$ cat config.mk
export PLATFORM = sky130hd
export DESIGN_NAME = gyro_rate_deadband_integrator_unit
export DESIGN_NICKNAME = d
export VERILOG_FILES = /design/src/rtl/gri_pkg.sv /design/src/rtl/gri_ram.sv /design/src/rtl/gyro_rate_deadband_integrator_unit.sv
export SDC_FILE = /design/constraint.sdc
export NUM_CORES = 2
export LEC_CHECK = 0
export BUFFER_PORTS_ARGS = -buffer_cell sky130_fd_sc_hd__buf_2
export CORE_UTILIZATION = 45
export CTS_CLUSTER_DIAMETER = 200
export DETAILED_ROUTE_END_ITERATION = 6
export PLACE_DENSITY = 0.68
export SETUP_SLACK_MARGIN = 0.1
export SLEW_MARGIN = 20
export SYNTH_ARGS = -nofsm -noshare
export SYNTH_HDL_FRONTEND = slang
export SYNTH_HIERARCHICAL = 1
export SYNTH_SLANG_ARGS = --single-unit
export TNS_END_PERCENT = 100
$ cat constraint.sdc
create_clock -name clk_i -period 30.2 [get_ports clk_i]
set_input_delay 7.55 -clock clk_i [delete_from_list [all_inputs] [get_ports clk_i]]
set_output_delay 7.55 -clock clk_i [all_outputs]
set_load 0.05 [all_outputs]
$ cat src/rtl/gri_pkg.sv
// shared widths, register indexes and angle limits for the gyro rate integrator
// no dependencies; imported by the top level and its checker
package gri_pkg;

  localparam int unsigned NumAxes   = 3;
  localparam int unsigned AxisW     = 2;
  localparam int unsigned ReadingW  = 16;
  localparam int unsigned RateW     = 32;
  localparam int unsigned AngleW    = 25;
  localparam int unsigned MaskW     = 3;
  localparam int unsigned SensW     = 16;
  localparam int unsigned DeadbandW = 24;
  localparam int unsigned StepW     = 18;
  localparam int unsigned ProdW     = RateW + StepW + 1;
  localparam int unsigned IncW      = ProdW - 24;
  localparam int unsigned AccW      = IncW + 1;

  localparam int unsigned InDataW   = 2 * NumAxes * 8;
  localparam int unsigned OutFieldW = NumAxes * (RateW + AngleW);
  localparam int unsigned OutDataW  = ((OutFieldW + 7) / 8) * 8;
  localparam int unsigned CfgIndexW = 2;
  localparam int unsigned CfgDataW  = DeadbandW;

  // register indexes of the configuration channel
  localparam logic [CfgIndexW-1:0] RegSensitivity = 2'd0;
  localparam logic [CfgIndexW-1:0] RegDeadband    = 2'd1;
  localparam logic [CfgIndexW-1:0] RegTimeStep    = 2'd2;

  localparam logic [SensW-1:0]     SensReset     = 16'd4588;
  localparam logic [DeadbandW-1:0] DeadbandReset = 24'd262144;
  localparam logic [StepW-1:0]     StepReset     = 18'd167772;

  // Q16.16 angle limits
  localparam logic signed [AccW-1:0] DEG180 = AccW'(180 * 65536);
  localparam logic signed [AccW-1:0] DEG360 = AccW'(360 * 65536);
  localparam logic signed [ProdW-1:0] RoundHalf = ProdW'(1 << 23);

  // control word carried along the axis pipeline
  typedef struct packed {
    logic             vld;
    logic [AxisW-1:0] axis;
    logic             flag;
  } gri_stage_t;

endpackage

$ cat src/rtl/gri_ram.sv
// generic single-write, single-read synchronous ram with registered read data
// no dependencies
module gri_ram #(
  parameter int unsigned Width = 8,
  parameter int unsigned Depth = 4
) (
  input  logic                     clk_i,
  input  logic                     we_i,
  input  logic [$clog2(Depth)-1:0] waddr_i,
  input  logic [Width-1:0]         wdata_i,
  input  logic                     re_i,
  input  logic [$clog2(Depth)-1:0] raddr_i,
  output logic [Width-1:0]         rdata_o
);

  logic [Width-1:0] mem_q [Depth];
  logic [Width-1:0] rdata_q;

  always_ff @(posedge clk_i) begin
    if (we_i) begin
      mem_q[waddr_i] <= wdata_i;
    end
    if (re_i) begin
      rdata_q <= mem_q[raddr_i];
    end
  end

  assign rdata_o = rdata_q;

endmodule

$ cat src/rtl/gyro_rate_deadband_integrator_unit.sv
// gyro rate integrator with deadband: top level, sequencer and axis datapath
// depends on gri_pkg and gri_ram
//
// flow: an accepted sample set passes the issue, drain and done states into the output
//   register; a new set is taken only in idle; the three axes stream through a three-stage
//   read / multiply / write-back loop around the angle ram, one axis per cycle
// reset: angles read as zero (valid bits cleared), registers take their reset values,
//   no result pending; a sample set with an empty mask is taken and dropped
module gyro_rate_deadband_integrator_unit (
  input  logic                          clk_i,
  input  logic                          rst_ni,
  // sample sets
  input  logic                          s_axis_tvalid,
  output logic                          s_axis_tready,
  // x_low_byte, x_high_byte, y_low_byte, y_high_byte, z_low_byte, z_high_byte
  input  logic [gri_pkg::InDataW-1:0]   s_axis_tdata,
  // new_data_mask
  input  logic [gri_pkg::MaskW-1:0]     s_axis_tuser,
  // results
  output logic                          m_axis_tvalid,
  input  logic                          m_axis_tready,
  // rate_x, rate_y, rate_z, angle_x, angle_y, angle_z, zero fill
  output logic [gri_pkg::OutDataW-1:0]  m_axis_tdata,
  // updated_mask
  output logic [gri_pkg::MaskW-1:0]     m_axis_tuser,
  // configuration writes
  input  logic                          cfg_valid_i,
  output logic                          cfg_ready_o,
  input  logic [gri_pkg::CfgIndexW-1:0] cfg_index_i,
  input  logic [gri_pkg::CfgDataW-1:0]  cfg_data_i
);
  import gri_pkg::*;

  // sequencer states
  localparam logic [1:0] StIdle  = 2'd0;
  localparam logic [1:0] StIssue = 2'd1;
  localparam logic [1:0] StDrain = 2'd2;
  localparam logic [1:0] StDone  = 2'd3;

  logic [1:0] state_q, state_d;
  logic [AxisW-1:0] issue_cnt_q, issue_cnt_d;

  // configuration registers
  logic [SensW-1:0]     sens_q;
  logic [DeadbandW-1:0] deadband_q;
  logic [StepW-1:0]     step_q;

  // the accepted sample set
  logic [InDataW-1:0] item_data_q;
  logic [MaskW-1:0]   item_mask_q;

  // angle store bookkeeping: an entry never written reads as zero
  logic [NumAxes-1:0] ang_vld_q;

  // pipeline control and payload
  gri_stage_t                s1_q, s2_q;
  logic signed [RateW-1:0]   s1_rate_q;
  logic signed [ProdW-1:0]   s2_prod_q;
  logic signed [RateW-1:0]   s2_rate_q;
  logic signed [AngleW-1:0]  s2_angle_q;

  // result being assembled, then the output register
  logic signed [RateW-1:0]  res_rate_q  [NumAxes];
  logic signed [AngleW-1:0] res_angle_q [NumAxes];
  logic                     out_valid_q;
  logic [OutDataW-1:0]      out_data_q;
  logic [MaskW-1:0]         out_user_q;

  logic in_xfer, out_free, issue;
  assign s_axis_tready = (state_q == StIdle);
  assign in_xfer       = s_axis_tvalid & s_axis_tready;
  assign out_free      = ~out_valid_q | m_axis_tready;
  assign issue         = (state_q == StIssue);
  assign cfg_ready_o   = 1'b1;

  // sequencer
  always_comb begin
    state_d     = state_q;
    issue_cnt_d = issue_cnt_q;
    case (state_q)
      StIdle: begin
        // an empty mask causes no work and no result
        if (in_xfer && (s_axis_tuser != '0)) begin
          state_d     = StIssue;
          issue_cnt_d = '0;
        end
      end
      StIssue: begin
        issue_cnt_d = issue_cnt_q + AxisW'(1);
        if (issue_cnt_q == AxisW'(NumAxes - 1)) begin
          state_d = StDrain;
        end
      end
      StDrain: begin
        if (s2_q.vld && (s2_q.axis == AxisW'(NumAxes - 1))) begin
          state_d = StDone;
        end
      end
      StDone: begin
        if (out_free) begin
          state_d = StIdle;
        end
      end
      default: begin
        state_d = StIdle;
      end
    endcase
  end

  always_ff @(posedge clk_i or negedge rst_ni) begin
    if (!rst_ni) begin
      state_q     <= StIdle;
      issue_cnt_q <= '0;
    end else begin
      state_q     <= state_d;
      issue_cnt_q <= issue_cnt_d;
    end
  end

  always_ff @(posedge clk_i or negedge rst_ni) begin
    if (!rst_ni) begin
      sens_q     <= SensReset;
      deadband_q <= DeadbandReset;
      step_q     <= StepReset;
    end else if (cfg_valid_i) begin
      // indexes beyond the register list are ignored
      case (cfg_index_i)
        RegSensitivity: sens_q     <= cfg_data_i[SensW-1:0];
        RegDeadband:    deadband_q <= cfg_data_i;
        RegTimeStep:    step_q     <= cfg_data_i[StepW-1:0];
        default: begin
        end
      endcase
    end
  end

  always_ff @(posedge clk_i) begin
    if (in_xfer) begin
      item_data_q <= s_axis_tdata;
      item_mask_q <= s_axis_tuser;
    end
  end

  // stage 0: read the axis angle, scale the raw reading by the sensitivity
  logic signed [ReadingW-1:0] reading;
  logic signed [RateW:0]      rate_full;
  assign reading   = signed'(item_data_q[{issue_cnt_q, 4'b0000} +: ReadingW]);
  assign rate_full = reading * signed'({1'b0, sens_q});

  // stage 2 outputs used by the ram write port
  logic                    wb_we;
  logic signed [AngleW-1:0] wb_angle;
  logic signed [AngleW-1:0] ram_rdata;

  gri_ram #(
    .Width (AngleW),
    .Depth (NumAxes)
  ) u_angle_ram (
    .clk_i   (clk_i),
    .we_i    (wb_we),
    .waddr_i (s2_q.axis),
    .wdata_i (wb_angle),
    .re_i    (issue),
    .raddr_i (issue_cnt_q),
    .rdata_o (ram_rdata)
  );

  always_ff @(posedge clk_i or negedge rst_ni) begin
    if (!rst_ni) begin
      s1_q <= '0;
      s2_q <= '0;
    end else begin
      s1_q.vld  <= issue;
      s1_q.axis <= issue_cnt_q;
      s1_q.flag <= item_mask_q[issue_cnt_q];
      s2_q      <= s1_q;
    end
  end

  // stage 1: deadband, then rate times time step
  logic signed [RateW:0]    rate_ext, db_ext;
  logic                     in_band;
  logic signed [RateW-1:0]  rate_db;
  logic signed [AngleW-1:0] angle_rd;
  assign rate_ext = {s1_rate_q[RateW-1], s1_rate_q};
  assign db_ext   = signed'({{(RateW + 1 - DeadbandW){1'b0}}, deadband_q});
  assign in_band  = (rate_ext > -db_ext) && (rate_ext < db_ext);
  assign rate_db  = (s1_q.flag && !in_band) ? s1_rate_q : '0;
  assign angle_rd = ang_vld_q[s1_q.axis] ? ram_rdata : '0;

  always_ff @(posedge clk_i) begin
    s1_rate_q  <= rate_full[RateW-1:0];
    s2_prod_q  <= rate_db * signed'({1'b0, step_q});
    s2_rate_q  <= rate_db;
    s2_angle_q <= angle_rd;
  end

  // stage 2: round the increment, accumulate, wrap once, clamp
  logic signed [ProdW-1:0] prod_rnd;
  logic signed [IncW-1:0]  inc;
  logic signed [AccW-1:0]  acc, acc_lo, acc_hi, acc_sat;
  always_comb begin
    prod_rnd = s2_prod_q + RoundHalf;
    inc      = prod_rnd[ProdW-1:24];
    acc      = AccW'(s2_angle_q) + AccW'(inc);
    acc_lo   = (acc < -DEG180) ? acc + DEG360 : acc;
    acc_hi   = (acc_lo > DEG180) ? acc_lo - DEG360 : acc_lo;
    // only an increment of more than 360 degrees leaves the angle outside after one correction
    if (acc_hi > DEG180) begin
      acc_sat = DEG180;
    end else if (acc_hi < -DEG180) begin
      acc_sat = -DEG180;
    end else begin
      acc_sat = acc_hi;
    end
  end

  assign wb_angle = acc_sat[AngleW-1:0];
  assign wb_we    = s2_q.vld & s2_q.flag;

  always_ff @(posedge clk_i or negedge rst_ni) begin
    if (!rst_ni) begin
      ang_vld_q <= '0;
    end else if (wb_we) begin
      ang_vld_q[s2_q.axis] <= 1'b1;
    end
  end

  // unflagged axes pass their stored angle through with a zero rate
  always_ff @(posedge clk_i) begin
    if (s2_q.vld) begin
      res_rate_q[s2_q.axis]  <= s2_rate_q;
      res_angle_q[s2_q.axis] <= wb_angle;
    end
  end

  // output register: a finished result waits here while the next set is worked on
  always_ff @(posedge clk_i or negedge rst_ni) begin
    if (!rst_ni) begin
      out_valid_q <= 1'b0;
    end else if (state_q == StDone && out_free) begin
      out_valid_q <= 1'b1;
    end else if (m_axis_tready) begin
      out_valid_q <= 1'b0;
    end
  end

  always_ff @(posedge clk_i) begin
    if (state_q == StDone && out_free) begin
      out_data_q <= OutDataW'({res_angle_q[2], res_angle_q[1], res_angle_q[0],
                               res_rate_q[2], res_rate_q[1], res_rate_q[0]});
      out_user_q <= item_mask_q;
    end
  end

  assign m_axis_tvalid = out_valid_q;
  assign m_axis_tdata  = out_data_q;
  assign m_axis_tuser  = out_user_q;

endmodule

==> impl_metrics.py <==
metrics = {
    "route": {
        "finalWirelength_um": 128000,
        "first_iter_violations": 2534,
        "ant_nets": 0,
        "vias": 35100,
        "dr.pass1.iters": 6,
        "wl_per_cell_um": 18.9,
        "vias_per_cell": 5.16,
        "drc": 0,
    },
    "critical_path": {
        "cp_max_fo": 109,
        "cp.arrival_ns": 13.55,
        "crit_family": "compound AO/OA/AOI/OAI gates",
        "path_buf_inv": 7,
        "cp_common_cell": "fa_1",
        "cpMaxStageDelayCell": "buf_4",
        "start_kind": "register",
        "path_class": "reg -> reg",
        "crit_path_end_kind": "register",
        "required_ns": 30.81,
        "slowest_delay_ns": 0.73,
    },
    "timing": {
        "setup_viol": 0,
        "finalCritPeriodShare_pct": 42.9,
        "rsz0062_at_grt": "no",
        "whs_ns": 0.357,
        "drv_slew": 0,
        "fin_setup_tns_ns": 0,
        "skew_ns": 0.0339,
        "max_clock_freq_ghz": 0.0772,
        "hold_violations": 0,
        "worst_slack_ns": 17.25,
        "worst_pin_slew_ns": 1.15,
        "fin_crit_ns": 12.95,
        "relSlewSlack_pct": 23.5,
    },
    "placement": {
        "port_buffers": 257,
        "postPlaceCellArea_sq_um": 57400,
        "dp_hpwl_um": 97500,
        "place_congestion": 0.916,
        "dp_slack_ns": 17.41,
    },
    "clock_network": {
        "post_cts_buffers": 0,
        "cts_root_buffer": "clkbuf_16",
        "htree_levels": 3,
        "cts_buffers": 76,
        "path_clk_slew_ns": 0.06,
        "numClockSinks": 687,
        "ctsResizeCount": 0,
        "clockBufferDepth": 3,
        "hold_buffers": 0,
        "insertion_delay_ns": 0.69,
        "cts_tree": "done",
    },
    "cells_and_area": {
        "area_growth_pct": 10.2,
        "finalNetCount": 6286,
        "stdcell_area_sq_um": 60000,
        "drive_gt1_share_pct": 11.3,
    },
    "floorplan": {
        "die_w_um": 350,
        "die_h_um": 350,
        "num_io_pins": 264,
        "std_cell_rows": 127,
        "dieArea_sq_um": 122000,
        "start_util_pct": 45.4,
        "core_sq_um": 120000,
    },
    "status": {
        "status": "finished, final reports clean",
    },
    "global_routing": {
        "grt_pass1_vias": 36700,
        "antenna_found_initial": 5,
        "globalRoute.totalOverflow": 0,
        "grt_pass1_wl_um": 204000,
        "grt_usage_pct": 21.5,
        "grt_max_degree": 110,
    },
    "synth": {
        "yosysSeqAreaShare_pct": 35.1,
        "avgSynthCellArea_sq_um": 11.1,
        "synth_enable_flop_cells": 496,
        "synth-main-ff-cell": "edfxtp_1",
        "synth_cells": 4922,
        "ys.warnings.count": 6,
        "ys_async_sr_fraction_pct": 10.8,
        "ys_types": 95,
        "syn_area_sq_um": 54500,
        "synth-seq-cells": 687,
    },
    "run": {
        "maxCapViolCount": 0,
    },
    "worst_hold_path": {
        "hold_path.class": "reg -> reg",
    },
}
-- area by class of cell --
cell class	instances	area, sq um
diodes	1	2.50
multi-input cells	3063	30900
clock inverters	51	623
fillers	10600	59900
repair buffers	311	1700
well taps	1612	2020
flip-flops and latches	687	19100
inverters	982	3690
clock buffers	90	2000
-- logic make-up after synthesis --
logic type                 after synthesis  synth area share [%]
AOI/OAI and AO/OA                      396                  5.07
and+or+nand+nor                       1337                  12.0
adders and majority gates             1083                  35.2
xor gates and xnor gates               132                  2.14
muxes                                  109                  2.14
DFF                                    687                  35.1
buffers and inverters                 1176                  8.28
other                                    2                0.0138
-- synthesized netlist by cell type, types with 82 or more instances --
library cell	count	area [sq um]
fa_1	751	15000
clkbuf_1	174	653
nand2_1	618	2320
inv_1	981	3680
xnor2_1	98	858
and3_1	259	1620
dfxtp_1	117	2340
and2_1	153	957
ha_1	332	4150
nor2_1	100	375
edfxtp_1	496	14900
a21oi_1	82	410
-- flip-flops by register name (all words and copies together), names as in the netlist --
name	count
s2_prod_q	28
state_q	2
u_angle_ram/rdata_o	25
res_angle_q	75
item_mask_q	3
item_data_q	48
m_axis_tdata	171
s2_rate_q	32
sens_q	16
deadband_q	24
issue_cnt_q	2
u_angle_ram/mem_q	75
step_q	18
s2_q	4
res_rate_q	96
m_axis_tuser	3
s2_angle_q	25
s1_q	4
ang_vld_q	3
m_axis_tvalid	1
s1_rate_q	32
-- stage by stage --
step	utilization [%]	cells
floorplan	-	4926
global placement	47.9	6654
detailed placement	47.9	6654
CTS	50.0	6795
global route	50.0	6796
finish	50.1	6797
-- layout by cell type, fill, tap and decap left out, types with 82 or more instances in the layout --
| cell type | instances |
|---|---|
| and3_1 | 259 |
| inv_1 | 981 |
| fa_1 | 751 |
| edfxtp_1 | 496 |
| xnor2_1 | 98 |
| and2_1 | 153 |
| a21oi_1 | 82 |
| nor2_1 | 99 |
| nand2_1 | 618 |
| buf_2 | 256 |
| dfxtp_1 | 117 |
| ha_1 | 332 |
-- path summary, 6_finish.rpt --
check | startpoint | to | slack, ns | depth (start not counted)
setup / recovery | deadband_q[4] | s2_prod_q[50] | 17.25 | 44
hold reg to reg | s1_q[3] | s2_q[3] | 0.36 | 0
hold / removal | s1_q[3] | s2_q[3] | 0.36 | 0
min in group asynchronous | rst_ni | s1_q[3] | 6.69 | 1
setup reg to reg | deadband_q[4] | s2_prod_q[50] | 17.25 | 44
max in group asynchronous | rst_ni | step_q[14] | 22.33 | 2
-- layer usage --
metal | vias up | wire length (um) | GRT usage (%)
met3 | 194 | 9720 | 4.41
met4 | 4 | 3440 | 6.66
met2 | 1165 | 61400 | 35.9
li1 | 16100 | - | -
met5 | - | 31 | 0
met1 | 17600 | 53800 | 28.1
Power is left out: the tool's default activity adds up to more than one toggle a clock period on the data nets, which glitch-free logic cannot reach.
